--- src/hw/rtl/ws2812_dimmed_spi_encoder_core_assert.svh ---
// Assertion macros for the LED encoder core.
// Used by the top level only; expects signals clk and rst_n in scope.
`ifndef WS2812_DIMMED_SPI_ENCODER_CORE_ASSERT_SVH
`define WS2812_DIMMED_SPI_ENCODER_CORE_ASSERT_SVH

// Consequent must hold in the same cycle as the antecedent.
`define WSDSE_ASSERT_SAME(lbl, ante, cons, msg) \
    lbl: assert property (@(posedge clk) disable iff (!rst_n) (ante) |-> (cons)) \
        else $error(msg);

// Consequent must hold in the cycle after the antecedent.
`define WSDSE_ASSERT_NEXT(lbl, ante, cons, msg) \
    lbl: assert property (@(posedge clk) disable iff (!rst_n) (ante) |=> (cons)) \
        else $error(msg);

`endif

--- src/hw/rtl/wsdse_pkg.sv ---
// Shared types and constants for the LED encoder core.
// No dependencies; imported by every module of the block.
`default_nettype none

package wsdse_pkg;

    // Result kinds.
    localparam logic [1:0] KIND_SYMBOL    = 2'd0;
    localparam logic [1:0] KIND_POWER_ON  = 2'd1;
    localparam logic [1:0] KIND_POWER_OFF = 2'd2;

    // Three-bit line patterns.
    localparam logic [2:0] SYM_ONE  = 3'b110;
    localparam logic [2:0] SYM_ZERO = 3'b100;
    localparam logic [2:0] SYM_NONE = 3'b000;

    localparam int COLOR_W = 8;
    localparam int PCT_W   = 7;
    localparam logic [PCT_W-1:0] FULL_SCALE = 7'd100;

    // c * pct / 100 equals (c * pct * 5243) >> 19 for every product below 25501.
    localparam int PROD_W = COLOR_W + PCT_W;
    localparam int RECIP_W = 13;
    localparam logic [RECIP_W-1:0] DIM_RECIP = 13'd5243;
    localparam int DIM_SHIFT = 19;
    localparam int SCALED_W = PROD_W + RECIP_W;

    localparam int WORD_W = 3 * COLOR_W;
    localparam int CNT_W  = 5;
    localparam logic [CNT_W-1:0] BIT_COUNT = 5'd24;

    // Command queue depth; must be a power of two.
    localparam int FIFO_DEPTH = 2;
    localparam int FIFO_PTR_W = $clog2(FIFO_DEPTH);
    localparam int FIFO_CNT_W = $clog2(FIFO_DEPTH + 1);

    typedef enum logic [1:0] {
        CMD_OFF,   // 24 zero symbols, then power off
        CMD_ON,    // 24 symbols, supply already on
        CMD_WAKE   // power on, then 24 symbols
    } cmd_t;

    typedef struct packed {
        cmd_t              cmd;
        logic [WORD_W-1:0] word;
    } cmd_entry_t;

    typedef struct packed {
        logic full;
        logic empty;
    } fifo_status_t;

endpackage

`default_nettype wire

--- src/hw/rtl/ws2812_dimmed_spi_encoder_core.sv ---
// Dimmed LED color encoder. Each request (red, green, blue, brightness in
// percent) becomes 24 three-bit line symbols in GRB order, most significant
// bit first, bracketed by supply events: a request after power-off first gives
// a power-on event, and an off request (zero brightness or black) gives 24 zero
// symbols and a power-off event, or nothing if the supply is already off. The
// result side delivers one result per cycle while results are popped; a request
// yields 24 or 25 results, and the symbol sequencer sets the sustained rate.
// A new request is accepted while earlier ones are still being sent: a dimming
// stage and a two-entry command queue hold up to three requests ahead of the
// sequencer. A request passes the dimming stage, the queue and the sequencer
// to the output register. Depends on wsdse_pkg and the assertion macro header.
`default_nettype none

`include "ws2812_dimmed_spi_encoder_core_assert.svh"

module ws2812_dimmed_spi_encoder_core
    import wsdse_pkg::*;
(
    input  wire logic               clk,
    input  wire logic               rst_n,
    input  wire logic               push,
    output logic                    full,
    input  wire logic [COLOR_W-1:0] red,
    input  wire logic [COLOR_W-1:0] green,
    input  wire logic [COLOR_W-1:0] blue,
    input  wire logic [COLOR_W-1:0] brightness,
    output logic                    empty,
    input  wire logic               pop,
    output logic [1:0]              kind,
    output logic [2:0]              symbol,
    output logic                    last
);

    fifo_status_t fifo_st;
    logic         wr_en, rd_en;
    cmd_entry_t   wr_entry, rd_entry;

    wsdse_front u_front (
        .clk        (clk),
        .rst_n      (rst_n),
        .push       (push),
        .red        (red),
        .green      (green),
        .blue       (blue),
        .brightness (brightness),
        .full       (full),
        .fifo_st    (fifo_st),
        .wr_en      (wr_en),
        .wr_entry   (wr_entry)
    );

    wsdse_fifo u_fifo (
        .clk      (clk),
        .rst_n    (rst_n),
        .wr_en    (wr_en),
        .wr_entry (wr_entry),
        .rd_en    (rd_en),
        .rd_entry (rd_entry),
        .status   (fifo_st)
    );

    wsdse_back u_back (
        .clk      (clk),
        .rst_n    (rst_n),
        .fifo_st  (fifo_st),
        .rd_entry (rd_entry),
        .rd_en    (rd_en),
        .pop      (pop),
        .empty    (empty),
        .kind     (kind),
        .symbol   (symbol),
        .last     (last)
    );

    // The queue can never claim to be both full and empty.
    `WSDSE_ASSERT_SAME(a_fifo_flags, fifo_st.full, !fifo_st.empty, "queue full and empty at once")

    // A result that is not the last of its item is followed at once by another.
    `WSDSE_ASSERT_NEXT(a_no_gap, pop && !empty && !last, !empty, "gap inside an item's results")

    // A power-on event is always followed by a symbol.
    `WSDSE_ASSERT_NEXT(a_wake_then_symbol, pop && !empty && (kind == KIND_POWER_ON),
        !empty && (kind == KIND_SYMBOL), "power-on event not followed by a symbol")

endmodule

`default_nettype wire

--- src/hw/rtl/wsdse_front.sv ---
// Front end: accepts requests, tracks the supply flag, classifies and dims.
// Depends on wsdse_pkg; feeds wsdse_fifo.
`default_nettype none

module wsdse_front
    import wsdse_pkg::*;
(
    input  wire logic                clk,
    input  wire logic                rst_n,
    input  wire logic                push,
    input  wire logic [COLOR_W-1:0]  red,
    input  wire logic [COLOR_W-1:0]  green,
    input  wire logic [COLOR_W-1:0]  blue,
    input  wire logic [COLOR_W-1:0]  brightness,
    output logic                     full,
    input  wire fifo_status_t        fifo_st,
    output logic                     wr_en,
    output cmd_entry_t               wr_entry
);

    logic              s1_valid_reg, s1_valid_next;
    logic              power_reg, power_next;
    cmd_t              s1_cmd_reg, s1_cmd_next;
    logic [PROD_W-1:0] s1_prod_g_reg, s1_prod_r_reg, s1_prod_b_reg;
    logic [PROD_W-1:0] s1_prod_g_next, s1_prod_r_next, s1_prod_b_next;
    logic              accept, is_off, drop;
    logic [PCT_W-1:0]  pct;

    function automatic logic [COLOR_W-1:0] dim_of(input logic [PROD_W-1:0] prod);
        logic [SCALED_W-1:0] scaled;
        scaled = SCALED_W'(prod) * SCALED_W'(DIM_RECIP);
        return scaled[DIM_SHIFT +: COLOR_W];
    endfunction

    always_comb
    begin
        full   = s1_valid_reg && fifo_st.full;
        wr_en  = s1_valid_reg && !fifo_st.full;
        accept = push && !full;
        is_off = (brightness == '0) || ((red | green | blue) == '0);
        drop   = is_off && !power_reg;
        pct    = (brightness > COLOR_W'(FULL_SCALE)) ? FULL_SCALE : brightness[PCT_W-1:0];

        s1_valid_next  = s1_valid_reg && !wr_en;
        power_next     = power_reg;
        s1_cmd_next    = s1_cmd_reg;
        s1_prod_g_next = s1_prod_g_reg;
        s1_prod_r_next = s1_prod_r_reg;
        s1_prod_b_next = s1_prod_b_reg;

        // An off request while the supply is off causes nothing and is dropped here.
        if (accept && !drop)
        begin
            s1_valid_next = 1'b1;
            if (is_off)
            begin
                s1_cmd_next    = CMD_OFF;
                power_next     = 1'b0;
                s1_prod_g_next = '0;
                s1_prod_r_next = '0;
                s1_prod_b_next = '0;
            end
            else
            begin
                s1_cmd_next    = power_reg ? CMD_ON : CMD_WAKE;
                power_next     = 1'b1;
                s1_prod_g_next = PROD_W'(green) * PROD_W'(pct);
                s1_prod_r_next = PROD_W'(red) * PROD_W'(pct);
                s1_prod_b_next = PROD_W'(blue) * PROD_W'(pct);
            end
        end

        wr_entry.cmd  = s1_cmd_reg;
        wr_entry.word = {dim_of(s1_prod_g_reg), dim_of(s1_prod_r_reg), dim_of(s1_prod_b_reg)};
    end

    always_ff @(posedge clk or negedge rst_n)
    begin
        if (!rst_n)
        begin
            s1_valid_reg <= 1'b0;
            power_reg    <= 1'b0;
        end
        else
        begin
            s1_valid_reg <= s1_valid_next;
            power_reg    <= power_next;
        end
    end

    always_ff @(posedge clk)
    begin
        s1_cmd_reg    <= s1_cmd_next;
        s1_prod_g_reg <= s1_prod_g_next;
        s1_prod_r_reg <= s1_prod_r_next;
        s1_prod_b_reg <= s1_prod_b_next;
    end

endmodule

`default_nettype wire

--- src/hw/rtl/wsdse_fifo.sv ---
// Short command queue between the front end and the symbol sequencer.
// Depends on wsdse_pkg.
`default_nettype none

module wsdse_fifo
    import wsdse_pkg::*;
(
    input  wire logic       clk,
    input  wire logic       rst_n,
    input  wire logic       wr_en,
    input  wire cmd_entry_t wr_entry,
    input  wire logic       rd_en,
    output cmd_entry_t      rd_entry,
    output fifo_status_t    status
);

    cmd_entry_t              entries_reg [FIFO_DEPTH];
    logic [FIFO_PTR_W-1:0]   wr_ptr_reg, wr_ptr_next;
    logic [FIFO_PTR_W-1:0]   rd_ptr_reg, rd_ptr_next;
    logic [FIFO_CNT_W-1:0]   count_reg, count_next;
    logic                    do_wr, do_rd;

    always_comb
    begin
        status.full  = (count_reg == FIFO_CNT_W'(FIFO_DEPTH));
        status.empty = (count_reg == '0);
        do_wr        = wr_en && !status.full;
        do_rd        = rd_en && !status.empty;
        rd_entry     = entries_reg[rd_ptr_reg];

        wr_ptr_next = do_wr ? wr_ptr_reg + FIFO_PTR_W'(1) : wr_ptr_reg;
        rd_ptr_next = do_rd ? rd_ptr_reg + FIFO_PTR_W'(1) : rd_ptr_reg;
        count_next  = count_reg;
        if (do_wr && !do_rd)
        begin
            count_next = count_reg + FIFO_CNT_W'(1);
        end
        else if (do_rd && !do_wr)
        begin
            count_next = count_reg - FIFO_CNT_W'(1);
        end
    end

    always_ff @(posedge clk or negedge rst_n)
    begin
        if (!rst_n)
        begin
            wr_ptr_reg <= '0;
            rd_ptr_reg <= '0;
            count_reg  <= '0;
        end
        else
        begin
            wr_ptr_reg <= wr_ptr_next;
            rd_ptr_reg <= rd_ptr_next;
            count_reg  <= count_next;
        end
    end

    always_ff @(posedge clk)
    begin
        if (do_wr)
        begin
            entries_reg[wr_ptr_reg] <= wr_entry;
        end
    end

endmodule

`default_nettype wire

--- src/hw/rtl/wsdse_back.sv ---
// Symbol sequencer: turns one queued command into its results, one per cycle while
// the output is popped, through a registered output stage. Depends on wsdse_pkg.
`default_nettype none

module wsdse_back
    import wsdse_pkg::*;
(
    input  wire logic         clk,
    input  wire logic         rst_n,
    input  wire fifo_status_t fifo_st,
    input  wire cmd_entry_t   rd_entry,
    output logic              rd_en,
    input  wire logic         pop,
    output logic              empty,
    output logic [1:0]        kind,
    output logic [2:0]        symbol,
    output logic              last
);

    logic              busy_reg, busy_next;
    cmd_t              cmd_reg, cmd_next;
    logic [WORD_W-1:0] word_reg, word_next;
    logic [CNT_W-1:0]  cnt_reg, cnt_next;
    logic              wake_reg, wake_next;
    logic              out_valid_reg, out_valid_next;
    logic [1:0]        kind_reg, kind_next;
    logic [2:0]        symbol_reg, symbol_next;
    logic              last_reg, last_next;
    logic              out_load, emit, final_res;
    logic [1:0]        em_kind;
    logic [2:0]        em_sym;
    logic              em_last;

    always_comb
    begin
        out_load  = !out_valid_reg || pop;
        emit      = busy_reg && out_load;
        em_kind   = KIND_SYMBOL;
        em_sym    = word_reg[WORD_W-1] ? SYM_ONE : SYM_ZERO;
        em_last   = 1'b0;
        final_res = 1'b0;

        if (wake_reg)
        begin
            em_kind = KIND_POWER_ON;
            em_sym  = SYM_NONE;
        end
        else if (cnt_reg == BIT_COUNT)
        begin
            // Only an off command gets past the last symbol.
            em_kind   = KIND_POWER_OFF;
            em_sym    = SYM_NONE;
            em_last   = 1'b1;
            final_res = 1'b1;
        end
        else if ((cnt_reg == BIT_COUNT - CNT_W'(1)) && (cmd_reg != CMD_OFF))
        begin
            em_last   = 1'b1;
            final_res = 1'b1;
        end

        busy_next = busy_reg;
        cmd_next  = cmd_reg;
        word_next = word_reg;
        cnt_next  = cnt_reg;
        wake_next = wake_reg;

        if (emit)
        begin
            if (wake_reg)
            begin
                wake_next = 1'b0;
            end
            else if (cnt_reg != BIT_COUNT)
            begin
                word_next = {word_reg[WORD_W-2:0], 1'b0};
                cnt_next  = cnt_reg + CNT_W'(1);
            end
            if (final_res)
            begin
                busy_next = 1'b0;
            end
        end

        // The next command loads in the cycle that the current one finishes.
        rd_en = !fifo_st.empty && (!busy_reg || (emit && final_res));
        if (rd_en)
        begin
            busy_next = 1'b1;
            cmd_next  = rd_entry.cmd;
            word_next = rd_entry.word;
            cnt_next  = '0;
            wake_next = (rd_entry.cmd == CMD_WAKE);
        end

        out_valid_next = out_load ? emit : out_valid_reg;
        kind_next      = kind_reg;
        symbol_next    = symbol_reg;
        last_next      = last_reg;
        if (emit)
        begin
            kind_next   = em_kind;
            symbol_next = em_sym;
            last_next   = em_last;
        end

        empty  = !out_valid_reg;
        kind   = kind_reg;
        symbol = symbol_reg;
        last   = last_reg;
    end

    always_ff @(posedge clk or negedge rst_n)
    begin
        if (!rst_n)
        begin
            busy_reg      <= 1'b0;
            wake_reg      <= 1'b0;
            cnt_reg       <= '0;
            out_valid_reg <= 1'b0;
        end
        else
        begin
            busy_reg      <= busy_next;
            wake_reg      <= wake_next;
            cnt_reg       <= cnt_next;
            out_valid_reg <= out_valid_next;
        end
    end

    always_ff @(posedge clk)
    begin
        cmd_reg    <= cmd_next;
        word_reg   <= word_next;
        kind_reg   <= kind_next;
        symbol_reg <= symbol_next;
        last_reg   <= last_next;
    end

endmodule

`default_nettype wire
--- config.mk ---
export PLATFORM = sky130hd
export DESIGN_NAME = ws2812_dimmed_spi_encoder_core
export DESIGN_NICKNAME = d
export VERILOG_FILES = /design/src/hw/rtl/wsdse_pkg.sv /design/src/hw/rtl/ws2812_dimmed_spi_encoder_core.sv /design/src/hw/rtl/wsdse_front.sv /design/src/hw/rtl/wsdse_fifo.sv /design/src/hw/rtl/wsdse_back.sv
export VERILOG_INCLUDE_DIRS = /design/src /design/src/hw/rtl
export SDC_FILE = /design/constraint.sdc
export NUM_CORES = 1
export LEC_CHECK = 0
export BUFFER_PORTS_ARGS = -buffer_cell sky130_fd_sc_hd__buf_4
export CAP_MARGIN = 20
export CORE_MARGIN = 4
export CORE_UTILIZATION = 25
export CTS_BUF_LIST = sky130_fd_sc_hd__clkbuf_8
export CTS_CLUSTER_DIAMETER = 120
export CTS_CLUSTER_SIZE = 30
export DETAILED_ROUTE_END_ITERATION = 10
export PLACE_DENSITY = 0.49
export SLEW_MARGIN = 10
export SYNTH_ARGS = -nofsm -noshare
export SYNTH_HDL_FRONTEND = slang
export SYNTH_SLANG_ARGS = --single-unit
--- constraint.sdc ---
create_clock -name clk -period 8.85 [get_ports clk]
set_input_delay 2.655 -clock clk [delete_from_list [all_inputs] [get_ports clk]]
set_output_delay 2.655 -clock clk [all_outputs]
set_load 0.03 [all_outputs]
# After elaboration in Yosys (flattened, before gate mapping)
# Memories as Yosys holds them, arrays and structs flattened.
# Cells that the tools add are included.
[op_classes]
magnitude_cmp = 1
reduce_logical = 38
bitwise_logic = 2
n_addsub = 5
eq_ne = 6
muxes = 26
mul = 6
[op_table]
columns = ["operator", "count"]
rows = [
  ["two-way mux 24 bit", 4],
  ["multiplier 15 x 13 -> 27 bit, second input constant", 3],
  ["multiplier 8 x 7 -> 15 bit", 3],
  ["two-way mux 5 bit", 4],
  ["zero test 8 bit", 2],
  ["OR 8 bit", 2],
  ["logical AND 1 bit", 14],
  ["two-way mux 1 bit", 12],
  ["== test 5 bit, second input constant", 2],
  ["zero test 1 bit", 10],
  ["two-way mux 2 bit", 5],
  ["nonzero test 2 bit", 5],
  ["greater-than comparator 8 x 7 -> 1 bit, second input constant", 1],
  ["two-way mux 7 bit", 1],
  ["adder 5 x 1 -> 5 bit, second input constant", 1],
  ["!= test 5 bit, second input constant", 1],
  ["== test 2 bit, second input constant", 2],
  ["logical OR 1 bit", 3],
  ["AND reduction 3 bit", 1],
  ["adder 1 bit, second input constant", 2],
  ["adder 2 x 1 -> 2 bit, second input constant", 1],
  ["zero test 2 bit", 1],
  ["!= test 2 bit, second input constant", 1],
  ["AND reduction 2 bit", 1],
  ["other kinds (2)", 2],
]
[totals]
ff_bits = 93
out_inout_bits = 8
inputBits = 36
wordCells = 103
ramBits = 52
mem_count = 1
[memory_table]
columns = ["name", "words", "width", "rd", "rd_clocked_by_memory_dff", "write_ports", "line", "source"]
rows = [
  ["u_fifo.entries_reg", 2, 26, 1, 0, 1, "wsdse_fifo.sv:17", "cmd_entry_t entries_reg [FIFO_DEPTH];"],
]

# Longest topological paths before layout
[depth]
word_depth = 12
mapped_depth = 21
mapped_depth_nobuf = 20

# Modules after synthesis
# Synthesis repeated with hierarchy kept, for this count alone.
[unflattened]
hier_cells = 2026
hier_area_um2 = 21559.4
[modules_own_cells]
columns = ["mod", "seq_area_each_um2", "cells_per_inst", "instances", "area_per_inst_um2"]
rows = [
  ["wsdse_front", 1461.4, 1812, 1, 17554.3],
  ["wsdse_fifo", 1661.6, 100, 1, 2173.3],
  ["wsdse_back", 1131.1, 114, 1, 1831.8],
]

# Worst setup path before layout
# Ideal clock, no wire load.
[synth_path]
path_kind = "input port to flip-flop"
startpoint = "in brightness[0]"
endpoint = "reg u_front.s1_prod_b_reg[14], data pin"
path_stages = 20
setup_time_ps = 261
path_buffers = 1
arrival_time_ps = 7252
required_time_ps = 8589
setup_slack_ps = 1337
path_cell_list = "o21ai_0 > nand2_1 > a31oi_1 > and2b_1 > clkbuf_1 > nor2b_1 > fa_1 > inv_1 > fa_1 > inv_1 > fa_1 > inv_1 > fa_1 > inv_1 > ha_1 > a2111oi_2 > o31ai_1 > nand2_1 > nor2_1 > a311o_1"
[synth_via]
elab_chain_cells = 3
word_cells_on_any_way = 5
cone_classes = "mul: 1; order compare: 1; mux: 1; reduce/logical: 2"
[synth_rtl]
columns = ["element", "line", "source"]
rows = [
  ["start, declared", "ws2812_dimmed_spi_encoder_core.sv:26", "input wire logic [COLOR_W-1:0] brightness,"],
  ["greater-than comparator 8 x 7 -> 1 bit", "wsdse_front.sv:42", "pct = (brightness > COLOR_W'(FULL_SCALE)) ? FULL_SCALE : brightness[PCT_W-1:0];"],
  ["two-way mux 7 bit", "wsdse_front.sv:42", ""],
  ["multiplier 8 x 7 -> 15 bit", "wsdse_front.sv:69", "s1_prod_b_next = PROD_W'(blue) * PROD_W'(pct);"],
  ["end signal, assigned", "wsdse_front.sv:96", "s1_prod_b_reg <= s1_prod_b_next;"],
  ["end, declared", "wsdse_front.sv:24", "logic [PROD_W-1:0] s1_prod_g_reg, s1_prod_r_reg, s1_prod_b_reg;"],
]
# Parallel ways exist; a longest one is shown, timed or not.
# A chain may end at the register's enable or synchronous reset.

# Worst setup path after layout
[layout_path]
startpoint = "in brightness[1]"
endpoint = "reg u_front.s1_prod_g_reg[14], data pin"
[layout_via]
elab_chain_cells = 3
word_cells_on_any_way = 5
cone_classes = "mul: 1; order compare: 1; mux: 1; reduce/logical: 2"
[layout_rtl]
columns = ["element", "line", "source"]
rows = [
  ["greater-than comparator 8 x 7 -> 1 bit", "wsdse_front.sv:42", ""],
  ["two-way mux 7 bit", "wsdse_front.sv:42", ""],
  ["multiplier 8 x 7 -> 15 bit", "wsdse_front.sv:67", "s1_prod_g_next = PROD_W'(green) * PROD_W'(pct);"],
  ["end signal, assigned", "wsdse_front.sv:94", "s1_prod_g_reg <= s1_prod_g_next;"],
  ["end, declared", "wsdse_front.sv:24", ""],
]
# Parallel ways exist; a longest one is shown, timed or not.

==> implementation parameters <==
Parameter                              Value

Outcome
  Status ... finished clean

Critical path
  Crit path cell chain ... buf_4 > o21ai_0 > nand2_1 > a31oi_4 > and2b_1 > buf_4 > nor2b_1 > fa_1 > fa_1 > fa_1 > inv_1 > fa_1 > inv_1 > ha_1 > o21a_1 > nor2_1 > o31ai_1 > nand2_1 > a311o_1
  Worst flop-to-flop path startpoint ... u_front.s1_prod_r_reg[9]$_SDFFCE_PN0P_
  Worst Path Arrival ... between 7 and 8 ns
  Critical Path Start Type ... input port
  Cell depth of the worst flop-to-flop path ... 17
  Delay of the slowest critical-path stage ... 0.60 ns
  Slowest cell on the critical path ... sky130_fd_sc_hd__and2b_1
  Kind of capture point of the worst setup path ... flip-flop
  Required arrival time at the worst endpoint ... 9.10 ns
  Worst path bufs/invs ... 4
  Top cell by count, worst path ... sky130_fd_sc_hd__fa_1
  Path type of the worst setup path ... input port to flip-flop
  Endpoint of the lowest-slack register-to-register path ... u_fifo.entries_reg[1][15]$_DFFE_PP_
  R2R Setup Slk ... roughly 3.6 ns
  Cell class contributing the biggest share of worst-path delay ... adder cells
  Highest net fanout along the worst path ... 26

Drt
  Top sig layer ... met4
  Post-route DRC violation count ... 0
  Total wirelength of the detailed-routed design ... 46200 µm
  Average routed wire per standard cell ... 13.9 µm
  Routed length on met1 ... ~23000 µm
  Drt pass-1 iters ... 5
  Routed vias/inst ... 4.23
  Number of DRC markers after the initial detailed-route iteration ... 595
  Via count of the routed design ... approximately 14000
  Antenna-violating nets left ... 0
  Met2 routed WL ... 21200 µm
  Met3 routed wirelength ... 1100 µm

Placed design
  Routability cong. ... 0.834
  Half-perimeter wire length after detailed placement ... 38400 µm
  Cell count after placement ... approximately 3300
  Port buffer count ... 42

Finish
  Number of nets at the end of the flow ... 2879
  Max reg flops ... 52
  Syn-to-layout area delta ... 9.83%
  Fraction of layout cells with a size suffix above 1 ... 4.66%
  Final instance count without filler cells ... 3314

Yosys
  Largest family of logic cells by synthesized area ... adder cells
  Count of flip-flops with a built-in enable after synthesis ... 130
  Ys async rst share ... 9.72%
  Top FF cell, synth ... sky130_fd_sc_hd__edfxtp_1
  Ys Warns ... 0
  Post-synthesis xor/xnor area fraction ... 2.39%
  Mux contribution to synthesized area ... 1.40%
  Adder and majority gate portion of the synthesized area ... 49.9%
  Mean area per synthesized cell ... 10.2 µm²
  Mapped Area ... 0.0216 mm²
  Mapped Nets ... 2848
  Library cells used by synthesis ... between 60 and 70
  Share of synthesized cell area in and, or, nand and nor gates ... between 10% and 20%
  Synth Area in Compound Gates ... 6.19%
  Cell count after synthesis ... 2125
  Register area share after synthesis ... between 10% and 20%
  #FFs+latches synth ... 144

Floorplan
  Ports ... 44
  Die Area ... 0.0912 mm²
  Area of the core region ... 0.0854 mm²
  Starting utilization of the core area ... 25.3%
  Number of core rows ... 107
  Die X-Extent ... 302 µm
  Y dimension of the die ... 302 µm

Clock network
  Clock tree buffer depth ... 2
  CTS Sinks ... between 100 and 150
  CTS clk-pin slew, worst paths ... 0.09 ns
  Clk_lat worst skew ... 0.51 ns
  Root Buffer ... sky130_fd_sc_hd__clkbuf_8
  # Post-CTS Setup Buffers ... 0
  Number of buffers added by the clock tree synthesis step ... 17
  Total of hold buffers inserted after clock tree synthesis ... 0
  Resized Gates After CTS ... 0
  CTS tree ... yes
  Level count of the clock H-tree ... 4

STA
  Final TNS setup ... 0 ns
  Hold Violations, Final ... 0
  Max Slew Vio Count ... 0
  Setup repair after global routing missed its margin ... no
  Minimum clock period ... 7.69 ns
  Pin slew with the least headroom to its limit ... ~0.9 ns
  Setup skew after layout ... 0.0207 ns
  Crit share post-route ... around 87%
  Max Clk Rate ... 0.130 GHz
  # setup viols final ... 0
  Max-slew headroom at the worst pin ... 39.4%

Worst hold path
  Sink of the worst hold path ... u_fifo.entries_reg[1][25]$_DFFE_PP_
  Worst hold path startpoint ... u_front.s1_cmd_reg[1]$_SDFFCE_PN0P_
  Worst hold path stage count ... 0
  Worst hold path type ... flip-flop to flip-flop

GRT
  Via count of the first global-routing pass ... 15200
  Initial antenna violation count ... 1
  Total grt overflow ... 0
  Global-route wire length before repair ... 77900 µm
  Total GRT Usage ... approximately a tenth
  Pin count of the biggest net entering global routing ... 59

Job
  Number of violations of the max-capacitance limit ... 0
==> synthesized netlist by cell type, drive strengths merged (3+ instances only) <==
cell | number | area [µm²]
nand2 | 86 | 323
a2111oi | 5 | 62.6
a31oi | 12 | 75.1
nor3 | 13 | 65.1
o21a | 13 | 97.6
nand4 | 13 | 81.3
nand3 | 20 | 100
nor4b | 4 | 35.0
dfrtp | 14 | 350
or3 | 4 | 25.0
a211oi | 3 | 22.5
clkbuf | 32 | 120
nand2b | 8 | 50.1
nor2b | 26 | 163
and2 | 50 | 313
a21o | 33 | 248
a311o | 4 | 40.0
a211o | 3 | 26.3
nand3b | 6 | 45.0
a21oi | 78 | 394
and4 | 4 | 37.5
xnor2 | 41 | 359
xor2 | 18 | 158
buf | 7 | 37.5
o211ai | 4 | 30.0
o21ai | 26 | 130
o31a | 3 | 26.3
a311oi | 4 | 41.3
edfxtp | 130 | 3900
ha | 396 | 4950
o221ai | 3 | 26.3
fa | 291 | 5830
nor2 | 99 | 372
o31ai | 3 | 22.5
nor3b | 3 | 22.5
and3 | 82 | 513
inv | 522 | 1960
nor4 | 10 | 62.6
or2 | 3 | 18.8
mux2i | 29 | 290
==> stage by stage <==
step / cell area [µm²] / hold slack [ns] / setup slack, ns / util [%]
2_1_floorplan: 21600 / 0.421 / 1.34 / -
5_1_grt: 23700 / 0.475 / 0.830 / 27.8
4_1_cts: 23700 / 0.449 / 1.21 / 27.8
3_5_place_dp: 23300 / 0.433 / 0.637 / 27.3
3_3_place_gp: 23300 / 0.432 / 0.740 / 27.3
6_report: 23700 / 0.454 / 1.16 / 27.8
==> routing by layer <==
layer,global-route usage (%),up-vias
li1,-,6956
met1,15.2,6875
met2,17.2,168
met3,1.41,18
met4,2.03,0
met5,0,-
==> cells by family after synthesis <==
logic type,count (synthesis)
buffers and inverters,561
adders and majority gates,687
xor gates and xnor gates,59
other,1
muxes,30
and+or+nand+nor,439
DFF,144
AOI/OAI and AO/OA,204
==> how the worst max path moves through the flow <==
stage | start | end | slack, ns | cells past startpoint
after floorplan | brightness[0] | u_front.s1_prod_b_reg[14]$_SDFFCE_PN0P_ | 1.34 | 20
after global placement | brightness[1] | u_front.s1_prod_r_reg[14]$_SDFFCE_PN0P_ | 0.74 | 20
after detailed placement | brightness[1] | u_front.s1_prod_g_reg[14]$_SDFFCE_PN0P_ | 0.64 | 20
after CTS | brightness[1] | u_front.s1_prod_g_reg[14]$_SDFFCE_PN0P_ | 1.21 | 20
after global routing | brightness[1] | u_front.s1_prod_g_reg[14]$_SDFFCE_PN0P_ | 0.83 | 20
final | brightness[1] | u_front.s1_prod_g_reg[14]$_SDFFCE_PN0P_ | 1.16 | 19
==> cell type report <==
cell class / instances / area (µm²)
Antenna cell: 1 / 2.50
Multi-Input combinational cell: 1420 / 15300
Inverter: 522 / 1960
Sequential cell: 144 / 4250
Tap cell: 1144 / 1430
Fill cell: 9075 / 61700
Clock inverter: 15 / 195
Clock buffer: 17 / 234
Timing Repair Buffer: 51 / 383
==> layout by cell type, fill, tap and decap left out, types with 4 or more instances in the layout <==
cell,Yosys,routed
sky130_fd_sc_hd__inv_1,521,521
sky130_fd_sc_hd__ha_1,396,396
sky130_fd_sc_hd__fa_1,291,291
sky130_fd_sc_hd__edfxtp_1,130,130
sky130_fd_sc_hd__nor2_1,99,97
sky130_fd_sc_hd__nand2_1,86,86
sky130_fd_sc_hd__and3_1,82,82
sky130_fd_sc_hd__a21oi_1,77,77
sky130_fd_sc_hd__buf_4,1,51
sky130_fd_sc_hd__and2_1,50,50
sky130_fd_sc_hd__xnor2_1,41,41
sky130_fd_sc_hd__a21o_1,33,33
sky130_fd_sc_hd__mux2i_1,29,29
sky130_fd_sc_hd__nor2b_1,26,26
sky130_fd_sc_hd__o21ai_0,25,24
sky130_fd_sc_hd__nand3_1,20,20
sky130_fd_sc_hd__xor2_1,18,18
sky130_fd_sc_hd__clkbuf_8,0,17
sky130_fd_sc_hd__dfrtp_1,14,14
sky130_fd_sc_hd__nand4_1,13,13
sky130_fd_sc_hd__o21a_1,13,13
sky130_fd_sc_hd__nor3_1,13,13
sky130_fd_sc_hd__a31oi_1,12,11
sky130_fd_sc_hd__nor4_1,10,10
sky130_fd_sc_hd__nand2b_1,8,8
sky130_fd_sc_hd__nand3b_1,6,6
sky130_fd_sc_hd__inv_6,0,5
sky130_fd_sc_hd__or3_1,4,4
sky130_fd_sc_hd__o211ai_1,4,4
sky130_fd_sc_hd__a311o_1,4,4
sky130_fd_sc_hd__nor4b_1,4,4
==> worst register-to-register path: stages (launching register included) <==
cell and delay, ns:
sky130_fd_sc_hd__edfxtp_1 0.56, sky130_fd_sc_hd__ha_1 0.38, sky130_fd_sc_hd__inv_1 0.06, sky130_fd_sc_hd__fa_1 0.48, sky130_fd_sc_hd__inv_1 0.07, sky130_fd_sc_hd__fa_1 0.51
sky130_fd_sc_hd__inv_1 0.06, sky130_fd_sc_hd__fa_1 0.53, sky130_fd_sc_hd__inv_1 0.05, sky130_fd_sc_hd__fa_1 0.48, sky130_fd_sc_hd__ha_1 0.34, sky130_fd_sc_hd__a21o_1 0.18
sky130_fd_sc_hd__a21oi_1 0.20, sky130_fd_sc_hd__o221ai_1 0.14, sky130_fd_sc_hd__a22oi_1 0.38, sky130_fd_sc_hd__o21ai_0 0.26, sky130_fd_sc_hd__mux2i_1 0.18, sky130_fd_sc_hd__o311ai_0 0.16
Power is left out: the tool's default activity adds up to more than one toggle a clock period on the data nets, which glitch-free logic cannot reach.
